===== config.mk =====
export PLATFORM = sky130hd
export DESIGN_NAME = nearest_centroid_classifier_flat
export DESIGN_NICKNAME = d
export VERILOG_FILES = /design/src/design/ncc_pkg.sv /design/src/design/ncc_in_if.sv /design/src/design/ncc_out_if.sv /design/src/design/ncc_ctrl.sv /design/src/design/ncc_datapath.sv /design/src/design/nearest_centroid_classifier.sv /design/src/flat_wrapper.sv
export SDC_FILE = /design/constraint.sdc
export NUM_CORES = 2
export LEC_CHECK = 0
export BUFFER_PORTS_ARGS = -buffer_cell sky130_fd_sc_hd__buf_2
export CORE_ASPECT_RATIO = 1.2
export CORE_MARGIN = 3
export CORE_UTILIZATION = 52
export DETAILED_ROUTE_END_ITERATION = 8
export GPL_TIMING_DRIVEN = 0
export PLACE_DENSITY = 0.79
export SYNTH_ARGS = -nofsm -noshare
export SYNTH_HDL_FRONTEND = slang
export SYNTH_HIERARCHICAL = 1
export SYNTH_MEMORY_MAX_BITS = 65536
export SYNTH_SLANG_ARGS = --single-unit

===== constraint.sdc =====
create_clock -name i_clk -period 11.9 [get_ports i_clk]
set_input_delay 0.595 -clock i_clk [delete_from_list [all_inputs] [get_ports i_clk]]
set_output_delay 0.595 -clock i_clk [all_outputs]
set_load 0.05 [all_outputs]

===== src/design/ncc_pkg.sv =====
// shared constants, control types and helpers of the nearest-centroid classifier
package ncc_pkg;

    localparam int MAX_COMPONENTS = 16;
    localparam int MAX_CLUSTERS   = 16;
    localparam int VALUE_BITS     = 16;

    localparam int CMP_BITS  = (MAX_COMPONENTS > 1) ? $clog2(MAX_COMPONENTS) : 1;
    localparam int CLU_BITS  = (MAX_CLUSTERS > 1) ? $clog2(MAX_CLUSTERS) : 1;
    localparam int ADDR_BITS = CLU_BITS + CMP_BITS;
    localparam int SQ_BITS   = 2 * VALUE_BITS;

    // fixed field widths
    localparam int CFG_BITS      = 5;
    localparam int IDX_BITS      = 4;
    localparam int DIST_BITS     = 36;
    localparam int APB_ADDR_BITS = 3;
    localparam int APB_DATA_BITS = 32;

    // register indexes (byte address / 4)
    localparam logic REG_NUM_COMPONENTS = 1'b0;
    localparam logic REG_NUM_CLUSTERS   = 1'b1;

    localparam logic KIND_LOAD   = 1'b0;
    localparam logic KIND_SAMPLE = 1'b1;

    typedef struct packed {
        logic                wr_cent;
        logic                wr_samp;
        logic                issue;
        logic [CLU_BITS-1:0] cluster;
        logic [CMP_BITS-1:0] comp;
        logic                first_comp;
        logic                last_comp;
        logic                first_clus;
        logic                last_clus;
        logic                load_out;
    } t_cmd;

    typedef struct packed {
        logic done;
    } t_status;

    // register value to a count in 1..maxv, returned minus one
    function automatic logic [CFG_BITS-1:0] clamp_last(
        input logic [CFG_BITS-1:0] v,
        input logic [CFG_BITS-1:0] maxv
    );
        logic [CFG_BITS-1:0] cnt;
        begin
            if (v == '0) begin
                cnt = CFG_BITS'(1);
            end else if (v > maxv) begin
                cnt = maxv;
            end else begin
                cnt = v;
            end
            return cnt - CFG_BITS'(1);
        end
    endfunction

endpackage


===== src/design/ncc_in_if.sv =====
// input word channel: load and sample items
interface ncc_in_if;
    logic                                valid;
    logic                                ready;
    logic                                kind;
    logic [ncc_pkg::IDX_BITS-1:0]        cluster_index;
    logic [ncc_pkg::IDX_BITS-1:0]        component_index;
    logic signed [ncc_pkg::VALUE_BITS-1:0] value;
    logic                                last_component;

    modport source (
        output valid, kind, cluster_index, component_index, value, last_component,
        input  ready
    );
    modport sink (
        input  valid, kind, cluster_index, component_index, value, last_component,
        output ready
    );
endinterface


===== src/design/ncc_out_if.sv =====
// result word channel: nearest cluster and its squared distance
interface ncc_out_if;
    logic                          valid;
    logic                          ready;
    logic [ncc_pkg::IDX_BITS-1:0]  cluster;
    logic [ncc_pkg::DIST_BITS-1:0] distance_squared;

    modport source (
        output valid, cluster, distance_squared,
        input  ready
    );
    modport sink (
        input  valid, cluster, distance_squared,
        output ready
    );
endinterface


===== src/design/ncc_ctrl.sv =====
// control state machine: input handshake, search sequencing, result handoff
module ncc_ctrl (
    input  logic                           i_clk,
    input  logic                           i_rst_n,
    input  logic                           i_in_valid,
    input  logic                           i_kind,
    input  logic                           i_last,
    output logic                           o_in_ready,
    input  logic                           i_out_ready,
    output logic                           o_out_valid,
    input  logic [ncc_pkg::CFG_BITS-1:0]   i_num_components,
    input  logic [ncc_pkg::CFG_BITS-1:0]   i_num_clusters,
    input  ncc_pkg::t_status               i_status,
    output ncc_pkg::t_cmd                  o_cmd
);

    typedef enum logic [3:0] {
        ST_IDLE = 4'b0001,
        ST_RUN  = 4'b0010,
        ST_WAIT = 4'b0100,
        ST_HOLD = 4'b1000
    } t_state;

    t_state                        r_state, n_state;
    logic [ncc_pkg::CLU_BITS-1:0]  r_c, n_c;
    logic [ncc_pkg::CMP_BITS-1:0]  r_p, n_p;
    logic                          r_out_valid;
    logic                          accept;
    logic                          load_out;
    logic [ncc_pkg::CMP_BITS-1:0]  comp_last;
    logic [ncc_pkg::CLU_BITS-1:0]  clus_last;
    logic                          p_end;
    logic                          c_end;

    assign comp_last = ncc_pkg::CMP_BITS'(ncc_pkg::clamp_last(i_num_components,
                           ncc_pkg::CFG_BITS'(ncc_pkg::MAX_COMPONENTS)));
    assign clus_last = ncc_pkg::CLU_BITS'(ncc_pkg::clamp_last(i_num_clusters,
                           ncc_pkg::CFG_BITS'(ncc_pkg::MAX_CLUSTERS)));

    assign p_end    = (r_p == comp_last);
    assign c_end    = (r_c == clus_last);
    assign accept   = i_in_valid && (r_state == ST_IDLE);
    assign load_out = (r_state == ST_HOLD) && (!r_out_valid || i_out_ready);

    always_comb begin
        n_state = r_state;
        n_c     = r_c;
        n_p     = r_p;
        case (r_state)
            ST_IDLE: begin
                n_c = '0;
                n_p = '0;
                if (accept && (i_kind == ncc_pkg::KIND_SAMPLE) && i_last) begin
                    n_state = ST_RUN;
                end
            end
            ST_RUN: begin
                if (p_end) begin
                    n_p = '0;
                    if (c_end) begin
                        n_state = ST_WAIT;
                    end else begin
                        n_c = r_c + 1'b1;
                    end
                end else begin
                    n_p = r_p + 1'b1;
                end
            end
            ST_WAIT: begin
                if (i_status.done) begin
                    n_state = ST_HOLD;
                end
            end
            ST_HOLD: begin
                if (load_out) begin
                    n_state = ST_IDLE;
                end
            end
            default: begin
                n_state = ST_IDLE;
            end
        endcase
    end

    always_ff @(posedge i_clk) begin
        if (!i_rst_n) begin
            r_state     <= ST_IDLE;
            r_c         <= '0;
            r_p         <= '0;
            r_out_valid <= 1'b0;
        end else begin
            r_state <= n_state;
            r_c     <= n_c;
            r_p     <= n_p;
            if (load_out) begin
                r_out_valid <= 1'b1;
            end else if (i_out_ready) begin
                r_out_valid <= 1'b0;
            end
        end
    end

    always_comb begin
        o_cmd            = '0;
        o_cmd.wr_cent    = accept && (i_kind == ncc_pkg::KIND_LOAD);
        o_cmd.wr_samp    = accept && (i_kind == ncc_pkg::KIND_SAMPLE);
        o_cmd.issue      = (r_state == ST_RUN);
        o_cmd.cluster    = r_c;
        o_cmd.comp       = r_p;
        o_cmd.first_comp = (r_p == '0);
        o_cmd.last_comp  = p_end;
        o_cmd.first_clus = (r_c == '0);
        o_cmd.last_clus  = c_end;
        o_cmd.load_out   = load_out;
    end

    assign o_in_ready  = (r_state == ST_IDLE);
    assign o_out_valid = r_out_valid;

endmodule


===== src/design/ncc_datapath.sv =====
// datapath: centroid memory, sample registers, distance pipeline, minimum tracking
module ncc_datapath (
    input  logic                                  i_clk,
    input  logic                                  i_rst_n,
    input  ncc_pkg::t_cmd                         i_cmd,
    input  logic [ncc_pkg::IDX_BITS-1:0]          i_cluster_index,
    input  logic [ncc_pkg::IDX_BITS-1:0]          i_component_index,
    input  logic signed [ncc_pkg::VALUE_BITS-1:0] i_value,
    output ncc_pkg::t_status                      o_status,
    output logic [ncc_pkg::IDX_BITS-1:0]          o_cluster,
    output logic [ncc_pkg::DIST_BITS-1:0]         o_distance_squared
);

    localparam int DEPTH = 1 << ncc_pkg::ADDR_BITS;
    localparam int VB    = ncc_pkg::VALUE_BITS;
    localparam int DB    = ncc_pkg::DIST_BITS;

    typedef struct packed {
        logic                         valid;
        logic [ncc_pkg::CLU_BITS-1:0] cluster;
        logic                         first_comp;
        logic                         last_comp;
        logic                         first_clus;
        logic                         last_clus;
    } t_tag;

    logic [VB-1:0]                r_cent_mem [DEPTH];
    logic [VB-1:0]                r_samp [ncc_pkg::MAX_COMPONENTS];
    logic [VB-1:0]                r_cent_rd;
    logic [VB-1:0]                r_samp_rd;
    logic [VB-1:0]                r_absd;
    logic [ncc_pkg::SQ_BITS-1:0]  r_sq;
    logic [DB-1:0]                r_acc;
    logic [ncc_pkg::CLU_BITS-1:0] r_best_c;
    logic [DB-1:0]                r_best_d;
    logic                         r_done;
    logic [ncc_pkg::IDX_BITS-1:0] r_out_cluster;
    logic [DB-1:0]                r_out_dist;
    t_tag                         r_t1, r_t2, r_t3, r_t4, n_t1;

    logic                         cent_ok, samp_ok;
    logic [ncc_pkg::ADDR_BITS-1:0] wr_addr, rd_addr;
    logic signed [VB:0]           diff;
    logic [VB-1:0]                n_absd;
    logic [DB:0]                  sum_wide;
    logic [DB-1:0]                n_acc;

    assign cent_ok = (32'(i_cluster_index) < ncc_pkg::MAX_CLUSTERS)
                  && (32'(i_component_index) < ncc_pkg::MAX_COMPONENTS);
    assign samp_ok = (32'(i_component_index) < ncc_pkg::MAX_COMPONENTS);
    assign wr_addr = {ncc_pkg::CLU_BITS'(i_cluster_index),
                      ncc_pkg::CMP_BITS'(i_component_index)};
    assign rd_addr = {i_cmd.cluster, i_cmd.comp};

    // centroid memory: one write port, one registered read port
    always_ff @(posedge i_clk) begin
        if (i_cmd.wr_cent && cent_ok) begin
            r_cent_mem[wr_addr] <= i_value;
        end
        r_cent_rd <= r_cent_mem[rd_addr];
    end

    always_ff @(posedge i_clk) begin
        if (i_cmd.wr_samp && samp_ok) begin
            r_samp[ncc_pkg::CMP_BITS'(i_component_index)] <= i_value;
        end
        r_samp_rd <= r_samp[i_cmd.comp];
    end

    always_comb begin
        n_t1            = '0;
        n_t1.valid      = i_cmd.issue;
        n_t1.cluster    = i_cmd.cluster;
        n_t1.first_comp = i_cmd.first_comp;
        n_t1.last_comp  = i_cmd.last_comp;
        n_t1.first_clus = i_cmd.first_clus;
        n_t1.last_clus  = i_cmd.last_clus;
    end

    assign diff   = $signed({r_samp_rd[VB-1], r_samp_rd})
                  - $signed({r_cent_rd[VB-1], r_cent_rd});
    assign n_absd = VB'(diff[VB] ? -diff : diff);

    // saturating accumulate, restarted on the first component of each cluster
    assign sum_wide = {1'b0, r_acc} + (DB + 1)'(r_sq);
    assign n_acc    = r_t3.first_comp ? DB'(r_sq)
                    : (sum_wide[DB] ? {DB{1'b1}} : sum_wide[DB-1:0]);

    always_ff @(posedge i_clk) begin
        if (!i_rst_n) begin
            r_t1   <= '0;
            r_t2   <= '0;
            r_t3   <= '0;
            r_t4   <= '0;
            r_done <= 1'b0;
        end else begin
            r_t1   <= n_t1;
            r_t2   <= r_t1;
            r_t3   <= r_t2;
            r_t4   <= r_t3;
            r_done <= r_t4.valid && r_t4.last_comp && r_t4.last_clus;
        end
    end

    always_ff @(posedge i_clk) begin
        r_absd <= n_absd;
        r_sq   <= ncc_pkg::SQ_BITS'(r_absd) * ncc_pkg::SQ_BITS'(r_absd);
        if (r_t3.valid) begin
            r_acc <= n_acc;
        end
        // strict compare keeps the lower index on ties
        if (r_t4.valid && r_t4.last_comp && (r_t4.first_clus || (r_acc < r_best_d))) begin
            r_best_c <= r_t4.cluster;
            r_best_d <= r_acc;
        end
        if (i_cmd.load_out) begin
            r_out_cluster <= ncc_pkg::IDX_BITS'(r_best_c);
            r_out_dist    <= r_best_d;
        end
    end

    assign o_status.done      = r_done;
    assign o_cluster          = r_out_cluster;
    assign o_distance_squared = r_out_dist;

endmodule


===== src/design/nearest_centroid_classifier.sv =====
// nearest-centroid classifier top level: config registers, controller, datapath
// load items and non-last sample items are taken without leaving the idle state
// a last sample item runs the search: nc*nk component steps through the
// centroid memory read port, then pipeline drain and handoff
// no new item is taken until the result is registered; it may wait at the output
// synchronous active-low reset: counts return to 16, memories are not cleared
module nearest_centroid_classifier (
    input  logic                                  i_clk,
    input  logic                                  i_rst_n,
    ncc_in_if.sink                                i_in,
    ncc_out_if.source                             o_out,
    input  logic                                  psel,
    input  logic                                  penable,
    input  logic                                  pwrite,
    input  logic [ncc_pkg::APB_ADDR_BITS-1:0]     paddr,
    input  logic [ncc_pkg::APB_DATA_BITS-1:0]     pwdata,
    output logic [ncc_pkg::APB_DATA_BITS-1:0]     prdata,
    output logic                                  pready
);

    logic [ncc_pkg::CFG_BITS-1:0] r_num_components;
    logic [ncc_pkg::CFG_BITS-1:0] r_num_clusters;
    logic                         reg_wr;
    logic                         reg_sel;
    ncc_pkg::t_cmd                cmd;
    ncc_pkg::t_status             status;

    assign pready  = 1'b1;
    assign reg_sel = paddr[2];
    assign reg_wr  = psel && penable && pwrite && pready;

    always_ff @(posedge i_clk) begin
        if (!i_rst_n) begin
            r_num_components <= ncc_pkg::CFG_BITS'(16);
            r_num_clusters   <= ncc_pkg::CFG_BITS'(16);
        end else if (reg_wr) begin
            case (reg_sel)
                ncc_pkg::REG_NUM_COMPONENTS: r_num_components <= pwdata[ncc_pkg::CFG_BITS-1:0];
                ncc_pkg::REG_NUM_CLUSTERS:   r_num_clusters   <= pwdata[ncc_pkg::CFG_BITS-1:0];
                default: begin
                end
            endcase
        end
    end

    always_comb begin
        case (reg_sel)
            ncc_pkg::REG_NUM_COMPONENTS:
                prdata = ncc_pkg::APB_DATA_BITS'(r_num_components);
            ncc_pkg::REG_NUM_CLUSTERS:
                prdata = ncc_pkg::APB_DATA_BITS'(r_num_clusters);
            default:
                prdata = '0;
        endcase
    end

    ncc_ctrl u_ctrl (
        .i_clk            (i_clk),
        .i_rst_n          (i_rst_n),
        .i_in_valid       (i_in.valid),
        .i_kind           (i_in.kind),
        .i_last           (i_in.last_component),
        .o_in_ready       (i_in.ready),
        .i_out_ready      (o_out.ready),
        .o_out_valid      (o_out.valid),
        .i_num_components (r_num_components),
        .i_num_clusters   (r_num_clusters),
        .i_status         (status),
        .o_cmd            (cmd)
    );

    ncc_datapath u_datapath (
        .i_clk              (i_clk),
        .i_rst_n            (i_rst_n),
        .i_cmd              (cmd),
        .i_cluster_index    (i_in.cluster_index),
        .i_component_index  (i_in.component_index),
        .i_value            (i_in.value),
        .o_status           (status),
        .o_cluster          (o_out.cluster),
        .o_distance_squared (o_out.distance_squared)
    );

endmodule


===== src/flat_wrapper.sv =====
// flat-port wrapper written by rule: the top's interface ports become plain ports
module nearest_centroid_classifier_flat 
  (i_clk, i_rst_n, psel, penable, pwrite, paddr, pwdata, prdata, pready, i_in_valid, i_in_kind, i_in_cluster_index, i_in_component_index, i_in_value, i_in_last_component, i_in_ready, o_out_valid, o_out_cluster, o_out_distance_squared, o_out_ready);
  ncc_in_if i_in_i ();
  ncc_out_if o_out_i ();
  input  logic i_clk;
  input  logic i_rst_n;
  input  logic psel;
  input  logic penable;
  input  logic pwrite;
  input  logic [ncc_pkg::APB_ADDR_BITS-1:0] paddr;
  input  logic [ncc_pkg::APB_DATA_BITS-1:0] pwdata;
  output logic [ncc_pkg::APB_DATA_BITS-1:0] prdata;
  output logic pready;
  input wire logic [$bits(i_in_i.valid)-1:0] i_in_valid;
  input wire logic [$bits(i_in_i.kind)-1:0] i_in_kind;
  input wire logic [$bits(i_in_i.cluster_index)-1:0] i_in_cluster_index;
  input wire logic [$bits(i_in_i.component_index)-1:0] i_in_component_index;
  input wire logic [$bits(i_in_i.value)-1:0] i_in_value;
  input wire logic [$bits(i_in_i.last_component)-1:0] i_in_last_component;
  output wire logic [$bits(i_in_i.ready)-1:0] i_in_ready;
  output wire logic [$bits(o_out_i.valid)-1:0] o_out_valid;
  output wire logic [$bits(o_out_i.cluster)-1:0] o_out_cluster;
  output wire logic [$bits(o_out_i.distance_squared)-1:0] o_out_distance_squared;
  input wire logic [$bits(o_out_i.ready)-1:0] o_out_ready;
  assign i_in_i.valid = i_in_valid;
  assign i_in_i.kind = i_in_kind;
  assign i_in_i.cluster_index = i_in_cluster_index;
  assign i_in_i.component_index = i_in_component_index;
  assign i_in_i.value = i_in_value;
  assign i_in_i.last_component = i_in_last_component;
  assign i_in_ready = i_in_i.ready;
  assign o_out_valid = o_out_i.valid;
  assign o_out_cluster = o_out_i.cluster;
  assign o_out_distance_squared = o_out_i.distance_squared;
  assign o_out_i.ready = o_out_ready;
  nearest_centroid_classifier u_core (.i_clk(i_clk), .i_rst_n(i_rst_n), .i_in(i_in_i), .o_out(o_out_i), .psel(psel), .penable(penable), .pwrite(pwrite), .paddr(paddr), .pwdata(pwdata), .prdata(prdata), .pready(pready));
endmodule

==> results.cfg <==
[floorplanning]
initial_core_util_pct = 52.3
die_x_um = 551
rows = 239
fp.dieArea_um2 = 363000
die_h_um = 660
io_pins = 143
coreArea_um2 = 354000

[synth]
synth_edf_count = 4468
async_flop_share_pct = 0
synth_cells = 8431
post-synth-top-area-fraction_pct = 72.5
ys_ff_latch = 4606
synth_warnings = 6
synth.most_common_cell = edfxtp_1
synth_ff_type = edfxtp_1
synth.distinct_cells = 78
seq_area_frac_synth_pct = 74.0
yosys.area.top_type = edfxtp_1
netlist_top_cells_count = edfxtp_1 (4468), mux4_2 (1439), nor2_1 (367)
mappedNetlistArea_um2 = 185000
avgSynthCellArea_um2 = 22.0
synthTopCellsByArea = edfxtp_1 (72%), mux4_2 (18%), fa_1 (1.8%)

[critical_path]
worstPathMaxFanout = 10
crit_arrival_ps = 8270
path_class = flop to flop
critPathLaunchType = flop
end_kind = flop
cp.required_ps = 12810

[clocking]
cts_resized = 0
cts_made_buffers = 411
htreeDepth = 5
cts_tree = yes
clock_latency_ps = 1060
cts.path.max_buffers = 4
cts_hold_buf = 14
post_cts_buffers = 0
clkTransAtPathRegs_ps = 60
clock_sinks = 4606
cts_root_buffer = clkbuf_16

[timing]
fin_crit_ps = 7360
worst_slew_pin_slew_ps = 1640
clock_skew_ps = 73.1
fmax_mhz = 136
maxSlewHeadroom_pct = -9.42
hold_viol_final = 0
setup_viol = 0
fin_crit_sh_pct = 61.8
tns_ps = 0
slew_viol_final = 44
fin_hold_ws_ps = 6.16
finalWorstSetupSlack_ps = 4540
rsz0062_at_grt = no

[place]
gp_congestion = 0.934
port_buffers = 80
pre_cts_ws_ps = 4660
dpl.hpwl_mm = 327

[layout]
fillers = 22900
multi_input_area_um2 = 45700
fin_nets = 9535
area_delta_synth_final_pct = 12.8
drive_above_1_share_pct = 28.7
seq_area_um2 = 137000
fin_util_pct = 59.1

[drt]
drt_iter0_drc = 16100
route.vias.total = 98200
wl_per_cell_um = 38.7
drcViolationCount = 32
drt_pass1_iterations = 9
ant_nets = 0
drt-total-wl_mm = 549
viasPerCell = 6.92

[grt]
grt_pass1_vias = 98400
grt_usage_pct = 30.1
grt_remaining_overflow = 0
grt_max_degree = 150
grt_pass1_wl_mm = 765
antenna_found_initial = 57

[pwr]
leakagePower_nw = 65.2
peakVddDrop_v = 0.000674
pwr_density_cell_nw_per_um2 = 195
finalPower_w = 0.0408

[hold_path]
min_path_type = input port to flop

[outcome]
violations = DRC, capacitance limit, slew limit
status = finished with violations

[flow_run]
maxCapViolations = 4
## sequential cells by signal, indices dropped and copies added (netlist names), 8 cells and up
register / cells
u_core/u_datapath/r_t4: 8
u_core/u_datapath/r_t1: 9
u_core/u_datapath/r_samp_rd: 16
u_core/u_datapath/r_absd: 16
u_core/u_datapath/r_best_d: 36
u_core/u_datapath/r_cent_mem: 4096
u_core/u_datapath/r_samp: 256
u_core/u_datapath/r_t3: 9
u_core/u_datapath/r_t2: 9
u_core/u_datapath/o_distance_squared: 36
u_core/u_datapath/r_sq: 31
u_core/u_datapath/r_cent_rd: 16
u_core/u_datapath/r_acc: 36
## cell families (layout without fill, tap and decap cells)
kind of cell / count (synthesis) / count (layout) / share of synthesized area [%]
XOR/XNOR: 92 / 92 / 0.435
AO/OA/AOI/OAI: 319 / 319 / 1.14
flip-flops: 4606 / 4606 / 74.0
adder cells (fa/ha/maj): 356 / 356 / 3.07
multiplexers: 1461 / 1461 / 17.6
buffers and inverters: 783 / 1778 / 1.73
AND/OR/NAND/NOR: 812 / 812 / 2.03
other: 2 / 65 / 0.00406
## area by class of cell
cell class                      count  share of cell area [%]
Clock buffer                      507                    5.20
Timing Repair Buffer              241                    1.56
Clock inverter                    247                    1.39
Buffer                            438                   0.937
Antenna cell                       37                  0.0443
Inverter                          345                   0.620
Sequential cell                  4606                    65.5
Tap cell                         4699                    2.81
Multi-Input combinational cell   3068                    21.9
## worst max-delay path, cell delays in order (launching register included)
cell	delay (ps)
dfxtp_1	360
clkbuf_1	430
clkbuf_1	640
nand2_1	190
fa_1	560
inv_1	70
fa_1	560
ha_1	150
inv_1	50
fa_1	490
fa_1	550
inv_1	50
fa_1	370
ha_1	400
a21o_1	190
a21oi_1	230
and3b_1	220
a221oi_1	150
o21a_1	270
a221oi_1	670
o2111ai_1	230
a21oi_1	230
xnor2_1	200
## placed cells by master, fill, tap and decap left out, types with 35 or more instances in the layout
master     count
a21o_1        49
a21oi_1       93
and2_1        72
buf_2        165
buf_4         39
buf_8        106
bufinv_16     45
clkbuf_1     320
clkbuf_16    418
clkinv_1      80
clkinv_2      65
dfxtp_1      137
diode_2       37
edfxtp_1    4468
fa_1         164
ha_1         192
inv_1        345
mux4_2      1439
nand2_1      162
nand3_1       44
nor2_1       110
nor2_2       257
nor2b_1       35
o21ai_0       51
xnor2_1       71
## final timing paths
kind / from / end / slack [ps] / cells past startpoint
max: u_core/u_datapath/r_absd[4] / u_core/u_datapath/r_sq[24] / 4540 / 22
min reg2reg: u_core/u_datapath/r_t4[6] / u_core/u_datapath/r_best_c[2] / 400 / 0
max reg2reg: u_core/u_datapath/r_absd[4] / u_core/u_datapath/r_sq[24] / 4540 / 22
min: i_in_value[3] / u_core/u_datapath/r_cent_mem[233][3] / 6 / 1
## metrics by stage
step,area [um^2],cells
2_1_floorplan,185000,8457
3_3_place_gp,192000,13200
3_5_place_dp,195000,13400
4_1_cts,209000,14100
5_1_grt,209000,14200
6_report,209000,14200
## where the power goes
part / internal, W / switching (W) / leakage, nW
registers: 0.0180 / 0.0000713 / 41.3
clock network: 0.00755 / 0.00621 / 6.66
logic: 0.00347 / 0.00549 / 17.2
total: 0.0290 / 0.0118 / 65.2
## per-layer routing
| layer | routed length [um] | vias to the layer above | GRT usage (%) |
|---|---|---|---|
| li1 | - | 36100 | - |
| met2 | 267000 | 9233 | 48.5 |
| met3 | 70400 | 2051 | 8.46 |
| met4 | 47400 | 34 | 20.6 |
| met1 | 164000 | 50700 | 35.1 |
| met5 | 216 | - | 0 |
Power figures use the tool's default switching activity.
